===== config.mk =====
export PLATFORM = sky130hd
export DESIGN_NAME = cvf_lane
export DESIGN_NICKNAME = d
export VERILOG_FILES = /design/src/rtl/core/cvf_pkg.sv /design/src/rtl/core/cvf_lane.sv
export SDC_FILE = /design/constraint.sdc
export NUM_CORES = 2
export LEC_CHECK = 0
export ABC_AREA = 1
export BUFFER_PORTS_ARGS = -buffer_cell sky130_fd_sc_hd__buf_2
export CAP_MARGIN = 10
export CORE_UTILIZATION = 50
export CTS_CLUSTER_SIZE = 25
export DETAILED_ROUTE_END_ITERATION = 10
export PLACE_DENSITY = 0.7
export SYNTH_ARGS = -nofsm -noshare
export SYNTH_HDL_FRONTEND = slang
export SYNTH_SLANG_ARGS = --single-unit
export TNS_END_PERCENT = 30

===== constraint.sdc =====
create_clock -name clock -period 5.9 [get_ports clock]
set_input_delay 0.295 -clock clock [delete_from_list [all_inputs] [get_ports clock]]
set_output_delay 0.295 -clock clock [all_outputs]
set_load 0.02 [all_outputs]

===== src/rtl/core/cvf_pkg.sv =====
package cvf_pkg;

   // Width of one channel sample and of one wrapped result.
   localparam int SAMPLE_W = 8;
   // Channels carried on the ports, whatever the number of lanes built.
   localparam int PORT_CHANNELS = 4;
   // Results that the output queue can hold.
   localparam int FIFO_DEPTH = 8;

   localparam int CSR_INDEX_W = 3;
   localparam int CSR_DATA_W = 64;

   localparam logic [CSR_INDEX_W-1:0] CSR_IMAGE_WIDTH = 3'd0;
   localparam logic [CSR_INDEX_W-1:0] CSR_IMAGE_HEIGHT = 3'd1;
   localparam logic [CSR_INDEX_W-1:0] CSR_CHANNEL_COUNT = 3'd2;
   localparam logic [CSR_INDEX_W-1:0] CSR_TAPS_0_TO_7 = 3'd3;
   localparam logic [CSR_INDEX_W-1:0] CSR_TAPS_8_TO_15 = 3'd4;
   localparam logic [CSR_INDEX_W-1:0] CSR_TAPS_16_TO_23 = 3'd5;
   localparam logic [CSR_INDEX_W-1:0] CSR_TAP_24 = 3'd6;

   // Control that follows a result down the arithmetic pipeline.
   typedef struct packed {
      logic res;
      logic eor;
      logic eof;
   } cvf_ctrl_type;

endpackage


===== src/rtl/core/cvf_lane.sv =====
module cvf_lane
   import cvf_pkg::*;
#(
   parameter int KERNEL_SIZE = 5
) (
   input  logic                                              clock,
   input  logic [KERNEL_SIZE*KERNEL_SIZE-1:0][SAMPLE_W-1:0] smp,
   input  logic [KERNEL_SIZE*KERNEL_SIZE-1:0][SAMPLE_W-1:0] taps,
   input  logic [KERNEL_SIZE*KERNEL_SIZE-1:0]               mask,
   output logic [SAMPLE_W-1:0]                               result
);

   localparam int KK = KERNEL_SIZE * KERNEL_SIZE;

   logic [KK-1:0][SAMPLE_W-1:0]          prod_ff;
   logic [KERNEL_SIZE-1:0][SAMPLE_W-1:0] row_in;
   logic [KERNEL_SIZE-1:0][SAMPLE_W-1:0] row_ff;

   // Only the low byte of each product survives the wrapped sum.
   for (genvar n = 0; n < KK; n++) begin : g_prod
      always_ff @(posedge clock) begin
         prod_ff[n] <= mask[n] ? SAMPLE_W'(taps[n] * smp[n]) : '0;
      end
   end

   always_comb begin
      row_in = '0;
      for (int i = 0; i < KERNEL_SIZE; i++) begin
         for (int j = 0; j < KERNEL_SIZE; j++) begin
            row_in[i] = row_in[i] + prod_ff[i*KERNEL_SIZE+j];
         end
      end
   end

   always_ff @(posedge clock) begin
      row_ff <= row_in;
   end

   always_comb begin
      result = '0;
      for (int i = 0; i < KERNEL_SIZE; i++) begin
         result = result + row_ff[i];
      end
   end

endmodule


# After elaboration in Yosys (flattened, before gate mapping)
# Index checks and enable logic that the tools add are counted.
# classes
addsub	24
mul	25
div_mod_pow	0
n_lt_le_gt_ge	0
n_eq_ne	0
shifts	0
mux	0
n_bitwise	0
reduce_logical	0
# op_table
op	count
multiplier 8 x 8 -> 8 bit	25
adder 8 bit	24
# totals
regBits	240
latch_bits	0
ram_bits	0
rom_bits	0
out_inout_bits	8
word_cells	79
memories	0

# Longest topological paths before layout
# logic_depth
ltp_word	4
ltp_mapped	24

# Worst setup path before layout
# No wires, ideal clock.
# synth_timing
kind	in2reg
startpoint	input smp[42] (netlist bit)
endpoint	register prod_ff[47] (netlist bit)
arrival_time_ns	3.379
path_slack_ns	2.408
stages	19
path_buffers	1
cell_sequence	buf_2 nand2_1 inv_1 fa_1 inv_1 fa_1 fa_1 fa_1 inv_1 ha_1 a21oi_1 nand2_1 xor2_1 nand2_1 inv_1 nor2_1 nand2_1 nand2_1 nor2_1
# synth_via
elab_chain_len	1
# synth_lines
item	line	text
from (decl)	cvf_lane.sv:7	input logic [KERNEL_SIZE*KERNEL_SIZE-1:0][SAMPLE_W-1:0] smp,
multiplier 8 x 8 -> 8 bit	cvf_lane.sv:22	prod_ff[n] <= mask[n] ? SAMPLE_W'(taps[n] * smp[n]) : '0;
to (signal, indexed assignment)	cvf_lane.sv:22	
to (decl)	cvf_lane.sv:15	logic [KK-1:0][SAMPLE_W-1:0] prod_ff;
# Every way passes these cells.
# A chain may end at the register's enable or synchronous reset.

# Worst setup path after layout
# layout_timing
startpoint	register row_ff[1] (netlist bit)
endpoint	output result[7]
# layout_via
elab_chain_len	4
# layout_lines
item	line	text
from (decl)	cvf_lane.sv:17	logic [KERNEL_SIZE-1:0][SAMPLE_W-1:0] row_ff;
from (signal assigned)	cvf_lane.sv:36	row_ff <= row_in;
adder 8 bit (4 in series)	cvf_lane.sv:42	result = result + row_ff[i];
to (decl)	cvf_lane.sv:10	output logic [SAMPLE_W-1:0] result
# Every way passes these cells.

==> results.py <==
metrics = {
    "outcome": {
        "outcome": "completed",
    },
    "logic_synthesis": {
        "synth_top_area_share": 0.232,
        "seq_area_frac_synth": 0.132,
        "async_flop_share": 0,
        "synth.area.top_cells": "fa_1, inv_1, nand2_1",
        "netlist_area_um2": 36300,
        "ys_ff_latch": 240,
        "synth-edff-count": 0,
        "synth_warnings": 0,
        "synth.most_common_cell": "inv_1",
        "syn-num-nets": 6619,
        "netlist_top_cells_count": "inv_1, nand2_1, ha_1, fa_1, dfxtp_1",
        "yosysUniqueCellTypes": 24,
        "synth.largest_area_cell": "fa_1",
        "avgSynthCellArea_um2": 6.82,
        "postSynthCellCount": 5325,
        "synth_ff_type": "dfxtp_1",
    },
    "critical_path": {
        "cpMostUsedCell": "fa_1",
        "critPathKind": "reg -> out",
        "required_ns": 5.61,
        "critPathLaunchType": "register",
        "path_buf_inv": 4,
        "cpMaxStageDelayCell": "fa_1",
        "max_stage_delay_ns": 0.55,
        "setup.worst_path.end_class": "output pin",
        "r2r_slack_ns": 2.41,
        "arrival_ns": 4.03,
        "critPathMaxFanout": 2,
        "cpLargestDelayFamily": "adder cells",
        "crit_chain": "inv_1 -> fa_1 -> fa_1 -> fa_1 -> inv_1 -> ha_1 -> inv_1 -> fa_1 -> o21ai_0 -> nand2_1 -> nand2_1 -> a21oi_1 -> nand3b_1 -> nand2_1 -> buf_2",
    },
    "timing": {
        "setup_ws_ns": 1.58,
        "final_hold_viol_count": 0,
        "setup_viol": 0,
        "period_needed_ns": 4.32,
        "rsz0062_at_grt": "false",
        "fin_skew_ns": 0.0174,
        "fin_setup_tns_ns": 0,
        "relSlewSlack": 0.741,
        "drv_slew": 0,
        "worst_pin_slew_ns": 0.385,
        "fmax_mhz": 231,
        "period_share": 0.733,
    },
    "placement": {
        "gp_congestion": 0.916,
        "pre_cts_ws_ns": 2.13,
        "dp.final_hpwl_um": 70800,
        "io_buffers": 433,
    },
    "pwr": {
        "leakage_nw": 26.9,
        "vdd_ir_drop_max_uv": 1780,
        "power.density_nw_per_um2": 363,
    },
    "layout": {
        "multi_input_area_um2": 24700,
        "area_delta_synth_final_pct": 11.6,
        "drive_gt1_frac": 0.0869,
        "seqCellArea_um2": 4800,
        "n_fill_cell": 6981,
        "final_nets": 7024,
    },
    "floorplan": {
        "io_pins": 434,
        "rows": 98,
        "die_w_um": 271,
        "initial_core_util": 0.506,
        "fp.dieArea_um2": 73700,
        "core_area_um2": 71700,
        "die_h_um": 271,
    },
    "detailed_routing": {
        "wire_per_inst_um": 12.1,
        "drtIter0Drc": 1252,
        "drc_errors": 0,
        "detail-route-antenna-nets": 0,
        "routed-via-count": 31000,
        "first_pass_iters": 5,
        "wl_um": 81200,
        "viasPerCell": 4.62,
    },
    "global_route": {
        "antenna_found_initial": 18,
        "grt_pass1_wl_um": 139000,
        "grt_overflow": 0,
        "grt_use_total": 0.226,
        "grt_pass1_vias": 31000,
        "grt_max_degree": 15,
    },
    "clock_network": {
        "clk_pin_slew_ns": 0.06,
        "post_cts_buffers": 0,
        "holdBufCountCts": 19,
        "clkLatencyLatePin_ns": 0.57,
        "cts-root-buf": "clkbuf_16",
        "cts_sinks": 240,
        "ctsHtreeMaxLevel": 1,
        "cts_tree": "built",
        "cts_buffers": 29,
        "post_cts_resized": 0,
        "cts_max_path_buffers": 3,
    },
    "min_path": {
        "hp-class": "in -> reg",
    },
    "run": {
        "drv_cap": 0,
    },
}
-- kinds of logic after synthesis --
| logic type | count (synthesis) | synth area share |
|---|---|---|
| compound gates | 179 | 0.0258 |
| xor+xnor | 147 | 0.0357 |
| fa+ha+maj | 868 | 0.386 |
| buf+inv | 1787 | 0.188 |
| flops | 240 | 0.132 |
| simple gates | 2104 | 0.233 |
-- layout by cell type (no fill, tap or decap), types with 3 or more instances in the layout --
master	count
a31oi_1	8
and3_1	5
clkinvlp_4	4
diode_2	10
or2_1	4
inv_1	1709
bufinv_16	5
xnor2_1	64
o21ai_0	49
nand2_1	1632
xor2_1	82
clkinv_2	5
nand3b_1	42
a21o_1	11
ha_1	448
buf_2	433
nor2_1	162
clkbuf_1	3
dlygate4sd3_1	19
fa_1	420
nand4_1	20
nand3_1	224
dfxtp_1	240
or2_2	5
a21oi_1	110
clkbuf_16	29
nand2_2	10
clkbuf_8	7
-- worst reg2reg max path, cell delays in order (launching register included) --
cell,delay (ns)
dfxtp_1,0.30
inv_1,0.13
fa_1,0.46
fa_1,0.52
fa_1,0.41
inv_1,0.07
ha_1,0.16
inv_1,0.06
fa_1,0.46
o21ai_0,0.28
a21oi_1,0.11
o21bai_1,0.16
nand3b_1,0.13
nand2_1,0.12
-- layout make-up --
type / instances / share of cell area
antenna: 10 / 0.000617
clock buffer: 39 / 0.0206
clock inverter: 15 / 0.00528
inverter: 1709 / 0.158
multi-input combinational: 3298 / 0.609
sequential: 240 / 0.119
tap: 950 / 0.0293
timing repair buffer: 452 / 0.0582
-- final timing paths --
path / start / to / cells past startpoint
setup reg to reg: prod_ff[9] / row_ff[7] / 13
hold reg to reg: prod_ff[152] / row_ff[24] / 1
setup / recovery: row_ff[1] / result[7] / 15
hold / removal: mask[24] / prod_ff[196] / 3
-- layer usage --
metal	GRT usage	wire, um	share of wire
met3	0.0206	2660	0.033
met2	0.413	40800	0.50
met4	0.0631	2170	0.027
met1	0.281	35500	0.44
met5	0	62	0.00076
-- sequential cells by signal, summed over array words and instances, names as in the netlist --
register	flops
prod_ff	200
row_ff	40
-- per-stage QoR --
stage               hold slack (ns)  cell area (um^2)  power (mW)  cells  utilization
floorplan                     0.388             36300        9.75   5325            -
global placement              0.449             39300        12.6   6630        0.547
detailed placement            0.458             39300        12.9   6630        0.547
CTS                         0.00277             40500        14.9   6703        0.565
global route                 0.0249             40500        16.5   6712        0.565
finish                       0.0391             40500        14.7   6713        0.565
-- report_power, final --
group / leakage, nW / internal, mW / switching, mW
Sequential: 2.00 / 2.14 / 0.233
Combinational: 24.4 / 4.00 / 6.40
Clock: 0.507 / 1.21 / 0.738
Note: power is estimated with default switching activity, not from simulation.
