[config.mk]
export PLATFORM = sky130hd
export DESIGN_NAME = cvf_merge
export DESIGN_NICKNAME = d
export VERILOG_FILES = /design/src/rtl/core/cvf_pkg.sv /design/src/rtl/core/cvf_merge.sv
export SDC_FILE = /design/constraint.sdc
export NUM_CORES = 1
export LEC_CHECK = 0
export BUFFER_PORTS_ARGS = -buffer_cell sky130_fd_sc_hd__buf_2
export CELL_PAD_IN_SITES_DETAIL_PLACEMENT = 2
export CELL_PAD_IN_SITES_GLOBAL_PLACEMENT = 2
export CORE_UTILIZATION = 51
export CTS_CLUSTER_SIZE = 10
export DETAILED_ROUTE_END_ITERATION = 16
export HOLD_SLACK_MARGIN = 0.02
export PLACE_DENSITY_LB_ADDON = 0.1
export SYNTH_ARGS = -nofsm -noshare
export SYNTH_HDL_FRONTEND = slang
export SYNTH_SLANG_ARGS = --single-unit
export TNS_END_PERCENT = 30
[constraint.sdc]
create_clock -name clock -period 8.87 [get_ports clock]
set_input_delay 2.661 -clock clock [delete_from_list [all_inputs] [get_ports clock]]
set_output_delay 2.661 -clock clock [all_outputs]
set_load 0.01 [all_outputs]
[src/rtl/core/cvf_pkg.sv]
package cvf_pkg;

   // Width of one channel sample and of one wrapped result.
   localparam int SAMPLE_W = 8;
   // Channels carried on the ports, whatever the number of lanes built.
   localparam int PORT_CHANNELS = 4;
   // Results that the output queue can hold.
   localparam int FIFO_DEPTH = 8;

   localparam int CSR_INDEX_W = 3;
   localparam int CSR_DATA_W = 64;

   localparam logic [CSR_INDEX_W-1:0] CSR_IMAGE_WIDTH = 3'd0;
   localparam logic [CSR_INDEX_W-1:0] CSR_IMAGE_HEIGHT = 3'd1;
   localparam logic [CSR_INDEX_W-1:0] CSR_CHANNEL_COUNT = 3'd2;
   localparam logic [CSR_INDEX_W-1:0] CSR_TAPS_0_TO_7 = 3'd3;
   localparam logic [CSR_INDEX_W-1:0] CSR_TAPS_8_TO_15 = 3'd4;
   localparam logic [CSR_INDEX_W-1:0] CSR_TAPS_16_TO_23 = 3'd5;
   localparam logic [CSR_INDEX_W-1:0] CSR_TAP_24 = 3'd6;

   // Control that follows a result down the arithmetic pipeline.
   typedef struct packed {
      logic res;
      logic eor;
      logic eof;
   } cvf_ctrl_type;

endpackage

[src/rtl/core/cvf_merge.sv]
module cvf_merge
   import cvf_pkg::*;
(
   input  logic                                    clock,
   input  logic                                    reset,
   input  logic [PORT_CHANNELS-1:0][SAMPLE_W-1:0] lane_res,
   input  cvf_ctrl_type                            ctrl,
   input  logic                                    admit,
   input  logic                                    pop,
   output logic                                    room,
   output logic                                    out_valid,
   output logic [PORT_CHANNELS-1:0][SAMPLE_W-1:0] out_res,
   output logic                                    out_eor,
   output logic                                    out_eof
);

   localparam int PW = $clog2(FIFO_DEPTH);
   localparam int CW = $clog2(FIFO_DEPTH + 1);

   typedef struct packed {
      logic [PORT_CHANNELS-1:0][SAMPLE_W-1:0] res;
      logic                                    eor;
      logic                                    eof;
   } cvf_entry_type;

   cvf_entry_type          queue_ff [FIFO_DEPTH];
   logic [PW-1:0]          wr_ptr_ff, rd_ptr_ff;
   logic [CW-1:0]          count_ff, count_in;
   logic [CW-1:0]          pending_ff, pending_in;

   // Pending counts results promised to the input side and not yet taken,
   // so the queue can never overflow while the pipeline runs freely.
   always_comb begin
      pending_in = pending_ff + CW'(admit) - CW'(pop);
      count_in = count_ff + CW'(ctrl.res) - CW'(pop);
   end

   always_ff @(posedge clock) begin
      if (reset) begin
         wr_ptr_ff <= '0;
         rd_ptr_ff <= '0;
         count_ff <= '0;
         pending_ff <= '0;
      end else begin
         count_ff <= count_in;
         pending_ff <= pending_in;
         if (ctrl.res) begin
            wr_ptr_ff <= wr_ptr_ff + PW'(1);
         end
         if (pop) begin
            rd_ptr_ff <= rd_ptr_ff + PW'(1);
         end
      end
   end

   always_ff @(posedge clock) begin
      if (ctrl.res) begin
         queue_ff[wr_ptr_ff] <= '{res: lane_res, eor: ctrl.eor, eof: ctrl.eof};
      end
   end

   assign room = pending_ff < CW'(FIFO_DEPTH);
   assign out_valid = count_ff != '0;
   assign out_res = queue_ff[rd_ptr_ff].res;
   assign out_eor = queue_ff[rd_ptr_ff].eor;
   assign out_eof = queue_ff[rd_ptr_ff].eof;

endmodule
==> impl_metrics.json, run 1 <==
{
  "status": "stopped before the end",
  "lastStage": "detailed placement",
  "stop_error": "[ERROR DPL-0033] detailed placement checks failed during check placement.",
  "synthCells": 487,
  "synth_nets": 539,
  "yosys.area.top_type": "edfxtp_1",
  "synth_cell_types": 25,
  "initial_utilization": 0.525,
  "rows": 53,
  "synth_area_leaders": "edfxtp_1 73%, mux4_2 11%, dfxtp_1 3.0%, mux4_1 2.8%, mux2_4 2.7%",
  "syn_avg_cell_area_um2": 23.0,
  "io_pins": 75,
  "yosysTopAreaCellShare": 0.730,
  "post-dp-hpwl_um": 15700,
  "ys_seq_elements": 289,
  "die_h_um": 150,
  "io_buffers": 74,
  "yosysSeqAreaShare": 0.761,
  "place_congestion": 0.692,
  "syn_area_mm2": 0.0112,
  "yosys_warnings": 0,
  "die_x_um": 150
}
## cell families after synthesis
family	share of synthesized area
multiplexers	0.184
flip-flops	0.761
buffers and inverters	0.0173
XOR/XNOR	0.00548
adder cells (fa/ha/maj)	0.0159
AO/OA/AOI/OAI	0.00324
AND/OR/NAND/NOR	0.0136
## cell usage after synthesis, drive strengths merged
library cell  number
inv               13
nor3               2
a21oi              4
fa                 2
ha                11
xor2               3
edfxtp           272
a31o               1
mux2i              2
nand2              4
dfxtp             17
nor2              17
nand3              4
mux2              34
buf               12
nand2b             4
a21o               1
clkbuf             9
nor2b              3
xnor2              4
mux4              68
## metrics by stage
| step | setup WS (ns) | instance area (µm²) | std cells | hold WS (ns) |
|---|---|---|---|---|
| after floorplan | 3.31 | 11200 | 487 | 0.485 |
| after global placement | 3.59 | 11900 | 825 | 0.509 |
==> run 2, diff against run 1 <==
Settings changed: CELL_PAD_IN_SITES_DETAIL_PLACEMENT 2 to unset, CELL_PAD_IN_SITES_GLOBAL_PLACEMENT 2 to unset, CORE_UTILIZATION 51 to 40, CTS_CLUSTER_SIZE 10 to unset, HOLD_SLACK_MARGIN 0.02 to unset, PLACE_DENSITY_LB_ADDON 0.1 to 0.15.
==> run 2 against run 1 <==
  * The run now ends clean
  * Area after synthesis is the same
  * Synthesized cell count unchanged
==> impl_metrics.json, run 2 <==
{
  "grt_pass1_vias": 5466,
  "postCtsHoldBufs": 0,
  "cts_buffer_depth": 3,
  "cts_buffers": 31,
  "hold_viol": 0,
  "fillers": 2304,
  "vias_per_cell": 5.14,
  "clock-sinks": 289,
  "yosys.area.top_type": "edfxtp_1",
  "rows": 60,
  "synth_cell_types": 25,
  "drv_cap": 0,
  "die_h_um": 169,
  "worst_ep_arrival_time_ns": 3.11,
  "grt_overflow": 0,
  "critPathCaptureType": "primary output",
  "fin_setup_tns_ns": 0,
  "cts_resized": 0,
  "antenna_found_initial": 1,
  "switching_share": 0.216,
  "initial_utilization": 0.412,
  "dp_slack_ns": 3.56,
  "worst_slew_pin_slew_ns": 1.06,
  "crit_fanout": 42,
  "wl_met1_um": 9000,
  "power.density_mw_per_mm2": 234,
  "fin_ws_ns": 3.10,
  "vias": 5019,
  "yosysTopAreaCellShare": 0.730,
  "layout_common_cells": "272 x edfxtp_1, 74 x buf_2, 56 x mux4_2",
  "h-tree-depth": 1,
  "core_area_mm2": 0.0272,
  "post-dp-hpwl_um": 11300,
  "async_reset_ff_frac": 0,
  "cts_root_buf": "clkbuf_16",
  "grt_pass1_wl_um": 32100,
  "cts_tree": "built",
  "cts_setup_buffers": 0,
  "yosys_warnings": 0,
  "largest_reg_flops": 272,
  "finClkSkew_ns": 0.00796,
  "slew-limit-headroom": 0.296,
  "rsz0062_at_grt": "false",
  "fin_nets": 637,
  "finalMaxSlewViolations": 0,
  "ys_seq_elements": 289,
  "yosysMostFrequentCell": "edfxtp_1",
  "area_growth_syn_to_layout_pct": 15.9,
  "dieArea_mm2": 0.0286,
  "postPlaceCellArea_mm2": 0.0120,
  "stdcell_area_mm2": 0.0130,
  "status": "finished clean",
  "syn_area_mm2": 0.0112,
  "wl_met2_um": 10700,
  "synth-edff-count": 272,
  "clockPowerShare": 0.388,
  "cellInternalPower_uw": 2380,
  "ant_nets": 0,
  "leakage_uw": 0.00427,
  "max-vdd-ir-drop_v": 0.000141,
  "synth_common_cells": "272 x edfxtp_1, 56 x mux4_2, 20 x mux2_4, 17 x dfxtp_1, 17 x nor2_1",
  "synth_ff_type": "edfxtp_1",
  "fin_crit_sh": 0.651,
  "hold_path_depth": 2,
  "die_x_um": 169,
  "top_register": "queue_ff",
  "place_congestion": 0.667,
  "syn_avg_cell_area_um2": 23.0,
  "clk_pin_slew_worst_paths_ns": 0.06,
  "drc": 0,
  "p_comb_frac": 0.097,
  "p_sw_uw": 656,
  "synthCells": 487,
  "drt_iter0_markers": 242,
  "drtPass1Iterations": 4,
  "start_kind": "flip-flop",
  "required_ns": 6.21,
  "hold_class": "reg -> reg",
  "wl_per_cell_um": 21.5,
  "grt_max_degree": 69,
  "synth_area_leaders": "edfxtp_1 73%, mux4_2 11%, dfxtp_1 3.0%, mux4_1 2.8%, mux2_4 2.7%",
  "layout_commonest_cell": "edfxtp_1",
  "wl_met3_um": 826,
  "grtUsageTotal": 0.151,
  "synth_nets": 539,
  "clk_latency_ns": 0.54,
  "setup_viol": 0,
  "io_buffers": 74,
  "yosysSeqAreaShare": 0.761,
  "io_pins": 75,
  "drive_above_1_share": 0.381,
  "antenna_cells": 0,
  "seq_power_share": 0.514,
  "max_freq_ghz": 0.173,
  "reg2reg_depth": 3,
  "period_needed_ns": 5.77,
  "path_class": "reg -> out",
  "top_regs": "queue_ff (272), count_ff (4), pending_ff (4)",
  "dr.max_layer_used": "met5",
  "drt-total-wl_um": 20900
}
run 2: cell counts after synthesis:
No cell type changed its count.
run 2: metal layers:
layer | vias up | track usage
met3 | 39 | 0.0243
met1 | 2662 | 0.194
met5 | - | 0
met2 | 101 | 0.267
li1 | 2215 | -
met4 | 2 | 0.0388
run 2: area by class of cell:
cell class / instances / area, µm² / share of cell area
Sequential cell: 289 / 8520 / 0.657
Clock inverter: 10 / 76.3 / 0.00589
Clock buffer: 42 / 857 / 0.0661
Multi-Input combinational cell: 164 / 2540 / 0.196
Tap cell: 372 / 465 / 0.0359
Inverter: 13 / 48.8 / 0.00376
Timing Repair Buffer: 86 / 460 / 0.0355
run 2: final timing paths:
kind / from / to / slack (ns)
setup / recovery: flip-flop / out_res[14] / 3.10
hold / removal: rd_ptr_ff[1] / flip-flop / 0.53
setup reg to reg: wr_ptr_ff[1] / queue_ff[6][12] / 6.88
hold reg to reg: rd_ptr_ff[1] / flip-flop / 0.53
run 2: power groups by stage:
stage | Sequential [µW] | Combinational, µW | Clock, µW
2_1_floorplan | 1580 | 212 | 0
3_3_place_gp | 1590 | 288 | 0
3_5_place_dp | 1590 | 301 | 0
4_1_cts | 1560 | 303 | 1210
5_1_grt | 1570 | 327 | 1260
6_report | 1560 | 296 | 1180
run 2: per-stage QoR:
stage          utilization  total power, µW  cells  hold WS (ns)
5_1_grt              0.477             3160    976         0.558
6_report             0.477             3040    976         0.531
3_5_place_dp         0.443             1890    924         0.518
3_3_place_gp         0.443             1880    924         0.498
4_1_cts              0.477             3070    976         0.532
2_1_floorplan            -             1790    487         0.485
run 2: kinds of logic (layout without fill, tap and decap cells):
family	Yosys count	count (layout)	share of synthesized area
AND/OR/NAND/NOR	34	34	0.0136
adder cells (fa/ha/maj)	13	13	0.0159
flip-flops	289	289	0.761
XOR/XNOR	7	7	0.00548
AO/OA/AOI/OAI	6	6	0.00324
multiplexers	104	104	0.184
buffers and inverters	34	151	0.0173
run 2: critical path, cell delays in order, from the launching register on:
cell,delay (ns)
dfxtp_4,0.69
buf_4,0.76
mux4_1,0.66
mux2_4,0.28
buf_2,0.14
No activity file was read; power rests on OpenSTA's default activity.
==> run 3, diff against run 2 <==
Clock period 8.87 ns to 5.2 ns, I/O delays scaled along.
==> run 3 against run 2 <==
  * Register-to-register slack got worse by 3.8 ns
  * Critical path type unchanged
  * Die area stayed put
  * Largest power group unchanged
  * Cell count increased by 0.92%
==> impl_metrics.json, run 3 (synthesis gave the netlist of run 2 again) <==
{
  "top_regs": "queue_ff (272), count_ff (4), pending_ff (4)",
  "holdWs_ns": 0.524,
  "required_ns": 3.64,
  "clock-sinks": 289,
  "worst_slew_pin_slew_ns": 1.03,
  "dieArea_mm2": 0.0286,
  "setup_viol": 0,
  "vias_per_cell": 5.11,
  "layout_common_cells": "272 x edfxtp_1, 74 x buf_2, 56 x mux4_2",
  "io_pins": 75,
  "cts_buffer_depth": 3,
  "drive_above_1_share": 0.382,
  "place_congestion": 0.734,
  "drtPass1Iterations": 4,
  "clk_latency_ns": 0.54,
  "grt_pass1_wl_um": 32200,
  "post-dp-hpwl_um": 12000,
  "cts_tree": "built",
  "grt_util_met2": 0.259,
  "grt_pass1_vias": 5435,
  "max-vdd-ir-drop_v": 0.000281,
  "hold_viol": 0,
  "die_h_um": 169,
  "postCtsHoldBufs": 0,
  "hold_end": "rd_ptr_ff[2]",
  "cts_resized": 0,
  "layout_commonest_cell": "edfxtp_1",
  "critical_path.reg2reg.startpoint": "wr_ptr_ff[0]",
  "rsz0062_at_grt": "false",
  "grt_use_met1": 0.200,
  "core_area_mm2": 0.0272,
  "grt_max_degree": 69,
  "antenna_found_initial": 2,
  "drt_iter0_markers": 271,
  "grt_overflow": 0,
  "cts_root_buf": "clkbuf_16",
  "drt-total-wl_um": 20900,
  "power_uw": 5130,
  "hold_class": "reg -> reg",
  "finClkSkew_ns": 0.00480,
  "area_growth_syn_to_layout_pct": 16.2,
  "vias": 5034,
  "fin_setup_tns_ns": 0,
  "drc": 0,
  "top_register": "queue_ff",
  "slew-limit-headroom": 0.313,
  "finalMaxSlewViolations": 0,
  "grtUsageTotal": 0.152,
  "largest_reg_flops": 272,
  "max_freq_ghz": 0.235,
  "critPathCaptureType": "primary output",
  "grt.busiest_layer": "met2",
  "postLayoutCoreUtil": 0.478,
  "cts_buffers": 30,
  "reg2reg_to": "queue_ff[1][24]",
  "fin_nets": 641,
  "status": "finished clean",
  "initial_utilization": 0.412,
  "cts_setup_buffers": 0,
  "path_class": "reg -> out",
  "min_from": "rd_ptr_ff[2]",
  "start_kind": "flip-flop",
  "reg2reg_depth": 3,
  "ant_nets": 0,
  "h-tree-depth": 1,
  "clk_pin_slew_worst_paths_ns": 0.06,
  "io_buffers": 74,
  "leakage_uw": 0.00428,
  "hold_path_depth": 2,
  "power.density_mw_per_mm2": 395,
  "rows": 60,
  "wl_per_cell_um": 21.2,
  "period_needed_ns": 4.26,
  "crit_fanout": 34,
  "ff2ff_setup_slack_ns": 3.12,
  "drv_cap": 0,
  "worst_ep_arrival_time_ns": 2.70,
  "grt_use_met3": 0.0310,
  "die_x_um": 169,
  "fin_crit_sh": 0.819
}
==> run 3: changes by cell type in the layout (fill, tap and decap cells not counted) <==
| cell | change |
|---|---|
| clkinv_4 | -1 |
| buf_4 | +4 |
| clkinvlp_4 | +3 |
| clkbuf_8 | -4 |
| diode_2 | +1 |
| clkbuf_1 | -3 |
| clkinv_2 | +1 |
| buf_12 | +1 |
| clkinv_1 | +7 |
==> run 3: worst max path at each step <==
stage	start	cells after the start	slack, ns	end
floorplan	ctrl[2]	2	0.74	queue_ff[0][0]
global placement	flip-flop	4	1.42	out_res[6]
detailed placement	flip-flop	4	1.43	out_res[6]
CTS	flip-flop	4	0.85	out_res[6]
global route	flip-flop	4	0.73	out_res[10]
finish	flip-flop	4	0.94	out_res[6]
==> run 3: worst max-delay path, cell delays in order, from the launching register on <==
cell	delay (ns)
dfxtp_4	0.82
buf_4	0.38
mux4_2	0.53
mux2_2	0.28
buf_2	0.14
==> run 3: where the power goes <==
| group | switching, µW | internal (µW) | leakage [µW] | total (µW) |
|---|---|---|---|---|
| combinational | 232 | 254 | 0.00122 | 486 |
| clock | 832 | 1130 | 0.000443 | 1960 |
| sequential | 55.6 | 2630 | 0.00261 | 2680 |
==> run 3: final cells by class <==
class                   instances  area (µm²)
diodes                          1        2.50
multi-input cells             164        2540
flip-flops and latches        289        8520
repair buffers                 91         510
clock buffers                  35         791
inverters                      13        48.8
fillers                      2314       14200
clock inverters                20         121
well taps                     372         465
==> run 3: through the flow <==
| stage | instance area (µm²) | std cells | setup slack, ns |
|---|---|---|---|
| 2_1_floorplan | 11200 | 487 | 0.738 |
| 3_5_place_dp | 12100 | 929 | 1.43 |
| 6_report | 13000 | 985 | 0.941 |
| 4_1_cts | 13000 | 984 | 0.850 |
| 5_1_grt | 13000 | 984 | 0.733 |
| 3_3_place_gp | 12100 | 929 | 1.42 |
==> run 3: routing by layer <==
layer	share of wire	vias up
met3	0.055	40
met2	0.50	112
met1	0.42	2657
met4	0.018	4
li1	-	2221
met5	0.0013	-
==> run 4, diff against run 3 <==
Settings changed: ABC_AREA set to 1.
Clock period 5.2 ns to 4.5 ns, I/O delays scaled along.
==> run 4 against run 3 <==
  * The run now ends with DRC left
  * Count of clock-buffer cells in the layout grew 9
  * Largest power group unchanged
  * Utilization shrank 0.77 points
  * Sequential share of layout area shrank 6.8 points
  * Die area grew 13%
  * Critical path depth grew 1
  * Routed wire length grew 32%
  * Via count grew 62%
  * Combinational power grew 52%
==> impl_metrics.json, run 4 <==
{
  "yosys.area.top_type": "edfxtp_1",
  "leakage_uw": 0.00669,
  "drt_iter0_markers": 496,
  "status": "finished, violations left",
  "fin_ws_ns": 0.832,
  "power.density_mw_per_mm2": 427,
  "start_kind": "flip-flop",
  "setup_viol": 0,
  "ff2ff_setup_slack_ns": 2.55,
  "wl_met1_um": 12600,
  "min_from": "wr_ptr_ff[0]",
  "synth_ff_type": "edfxtp_1",
  "rsz0062_at_grt": "false",
  "grtUsageTotal": 0.171,
  "worst_ep_arrival_time_ns": 2.32,
  "clk_latency_ns": 0.54,
  "synth_cell_types": 19,
  "vias": 8165,
  "io_pins": 75,
  "hold_end": "wr_ptr_ff[0]",
  "switching_share": 0.244,
  "drive_above_1_share": 0.114,
  "max-vdd-ir-drop_v": 0.000313,
  "yosys_warnings": 0,
  "drc": 2,
  "clk_pin_slew_worst_paths_ns": 0.06,
  "slew-limit-headroom": 0.371,
  "initial_utilization": 0.411,
  "synthCells": 1288,
  "antenna_found_initial": 2,
  "cts_root_buf": "clkbuf_16",
  "layout_common_cells": "459 x nand2_1, 295 x inv_1, 272 x edfxtp_1",
  "yosysTopAreaCellShare": 0.645,
  "top_regs": "queue_ff (272), count_ff (4), pending_ff (4)",
  "die_h_um": 180,
  "violations": "DRC",
  "synth_common_cells": "459 x nand2_1, 295 x inv_1, 272 x edfxtp_1, 140 x nand3_1, 22 x buf_2",
  "drv_cap": 0,
  "post-dp-hpwl_um": 15200,
  "top_register": "queue_ff",
  "wl_per_cell_um": 15.4,
  "critical_path.reg2reg.startpoint": "wr_ptr_ff[0]",
  "worst_slew_pin_slew_ns": 0.944,
  "synth-edff-count": 272,
  "area_growth_syn_to_layout_pct": 14.6,
  "cts_buffer_depth": 3,
  "register_area_mm2": 0.00851,
  "place_congestion": 0.724,
  "rows": 64,
  "seq_power_share": 0.493,
  "critPathCaptureType": "primary output",
  "hold_path_depth": 2,
  "synth-compound-area-share": 0.00475,
  "cts_tree": "built",
  "dieArea_mm2": 0.0324,
  "wl_met3_um": 970,
  "cellInternalPower_uw": 4680,
  "fin_crit_sh": 0.815,
  "p_comb_frac": 0.120,
  "required_ns": 3.15,
  "crit_fanout": 20,
  "core_area_mm2": 0.0308,
  "ys_seq_elements": 289,
  "final_cells": 1785,
  "largest_reg_flops": 272,
  "synth_xor_area_frac": 0.00138,
  "synthAdderAreaFrac": 0.0140,
  "drtPass1Iterations": 10,
  "p_sw_uw": 1510,
  "multi_input_area_mm2": 0.00283,
  "grt_pass1_wl_um": 43200,
  "hold_class": "reg -> reg",
  "vias_per_cell": 4.57,
  "period_needed_ns": 3.67,
  "h-tree-depth": 1,
  "syn_area_mm2": 0.0127,
  "async_reset_ff_frac": 0,
  "syn_avg_cell_area_um2": 9.83,
  "synth_top_family_by_area": "simple AND/OR/NAND/NOR gates",
  "fin_nets": 1417,
  "grt_overflow": 0,
  "reg2reg_depth": 3,
  "finClkSkew_ns": 0.00545,
  "postCtsHoldBufs": 0,
  "cts_setup_buffers": 0,
  "reg2reg_to": "queue_ff[4][3]",
  "fillers": 2922,
  "antenna_cells": 0,
  "yosysMostFrequentCell": "nand2_1",
  "ant_nets": 0,
  "cts_buffers": 31,
  "fin_setup_tns_ns": 0,
  "dp_cells": 1728,
  "io_buffers": 74,
  "synth-simple-area-share": 0.199,
  "max_freq_ghz": 0.273,
  "path_class": "reg -> out",
  "die_x_um": 180,
  "synth.area.mux_share": 0,
  "dr.max_layer_used": "met5",
  "layout_commonest_cell": "nand2_1",
  "drt-total-wl_um": 27500,
  "yosysSeqAreaShare": 0.672,
  "synth_area_leaders": "edfxtp_1 65%, nand2_1 14%, inv_1 8.7%, nand3_1 5.5%, dfxtp_1 2.7%",
  "finalMaxSlewViolations": 0,
  "cts_resized": 0,
  "grt_max_degree": 137,
  "clock-sinks": 289,
  "clockPowerShare": 0.388,
  "hold_viol": 0,
  "synth_nets": 1340,
  "wl_met2_um": 13300,
  "dp_slack_ns": 1.29,
  "grt_pass1_vias": 7752
}
-- run 4: changes by cell type after synthesis, sizes merged, moves of 4 or more --
| cell | before | now |
|---|---|---|
| nand2b | 4 | 0 |
| clkbuf | 9 | 21 |
| mux4 | 68 | 0 |
| o21ai | 0 | 4 |
| nand2 | 4 | 459 |
| mux2 | 34 | 0 |
| buf | 12 | 31 |
| a21oi | 4 | 8 |
| inv | 13 | 297 |
| nand3 | 4 | 140 |
-- run 4: power by group through the flow --
stage	Combinational (µW)	Sequential, µW	Clock (µW)
finish	741	3050	2400
global route	852	3060	2560
CTS	758	3050	2460
detailed placement	756	3110	0
global placement	747	3110	0
floorplan	494	3110	0
-- run 4: worst max-delay path, cell delays in order (launching register included) --
cell      delay (ns)
dfxtp_2         0.32
clkinv_1        0.65
buf_4           0.50
nand2_1         0.10
nand2_1         0.05
buf_2           0.14
-- run 4: kinds of logic after synthesis --
kind of cell	after synthesis
DFF	289
AOI/OAI and AO/OA	12
adders and majority gates	13
and+or+nand+nor	622
xor gates and xnor gates	2
buffers and inverters	350
-- run 4: layout make-up --
class | instances | share of cell area
inverter | 298 | 0.0773
tap | 396 | 0.0342
clock inverter | 13 | 0.00630
clock buffer | 44 | 0.0604
sequential | 289 | 0.587
timing repair buffer | 96 | 0.0395
multi-input combinational | 649 | 0.195
-- run 4: worst max path at each step --
stage | startpoint | to | slack, ns | cells after the start
after floorplan | ctrl[2] | queue_ff[0][0] | 0.92 | 3
after global placement | ctrl[2] | queue_ff[4][6] | 1.34 | 5
after global routing | flip-flop | out_res[21] | 0.71 | 5
after detailed placement | ctrl[2] | queue_ff[4][6] | 1.29 | 5
final | flip-flop | out_res[20] | 0.83 | 5
after CTS | flip-flop | out_res[15] | 0.80 | 5
-- run 4: metrics by stage --
| step | hold slack (ns) | util | power (µW) | area (µm²) |
|---|---|---|---|---|
| detailed placement | 0.491 | 0.439 | 3870 | 13500 |
| floorplan | 0.469 | - | 3600 | 12700 |
| CTS | 0.501 | 0.470 | 6270 | 14500 |
| finish | 0.497 | 0.470 | 6190 | 14500 |
| global route | 0.546 | 0.470 | 6470 | 14500 |
| global placement | 0.493 | 0.439 | 3850 | 13500 |
-- run 4: layer usage --
metal / track usage / vias to the layer above
met5: 0 / -
met4: 0.0400 / 4
met3: 0.0241 / 44
met2: 0.295 / 131
met1: 0.229 / 3832
li1: - / 4154
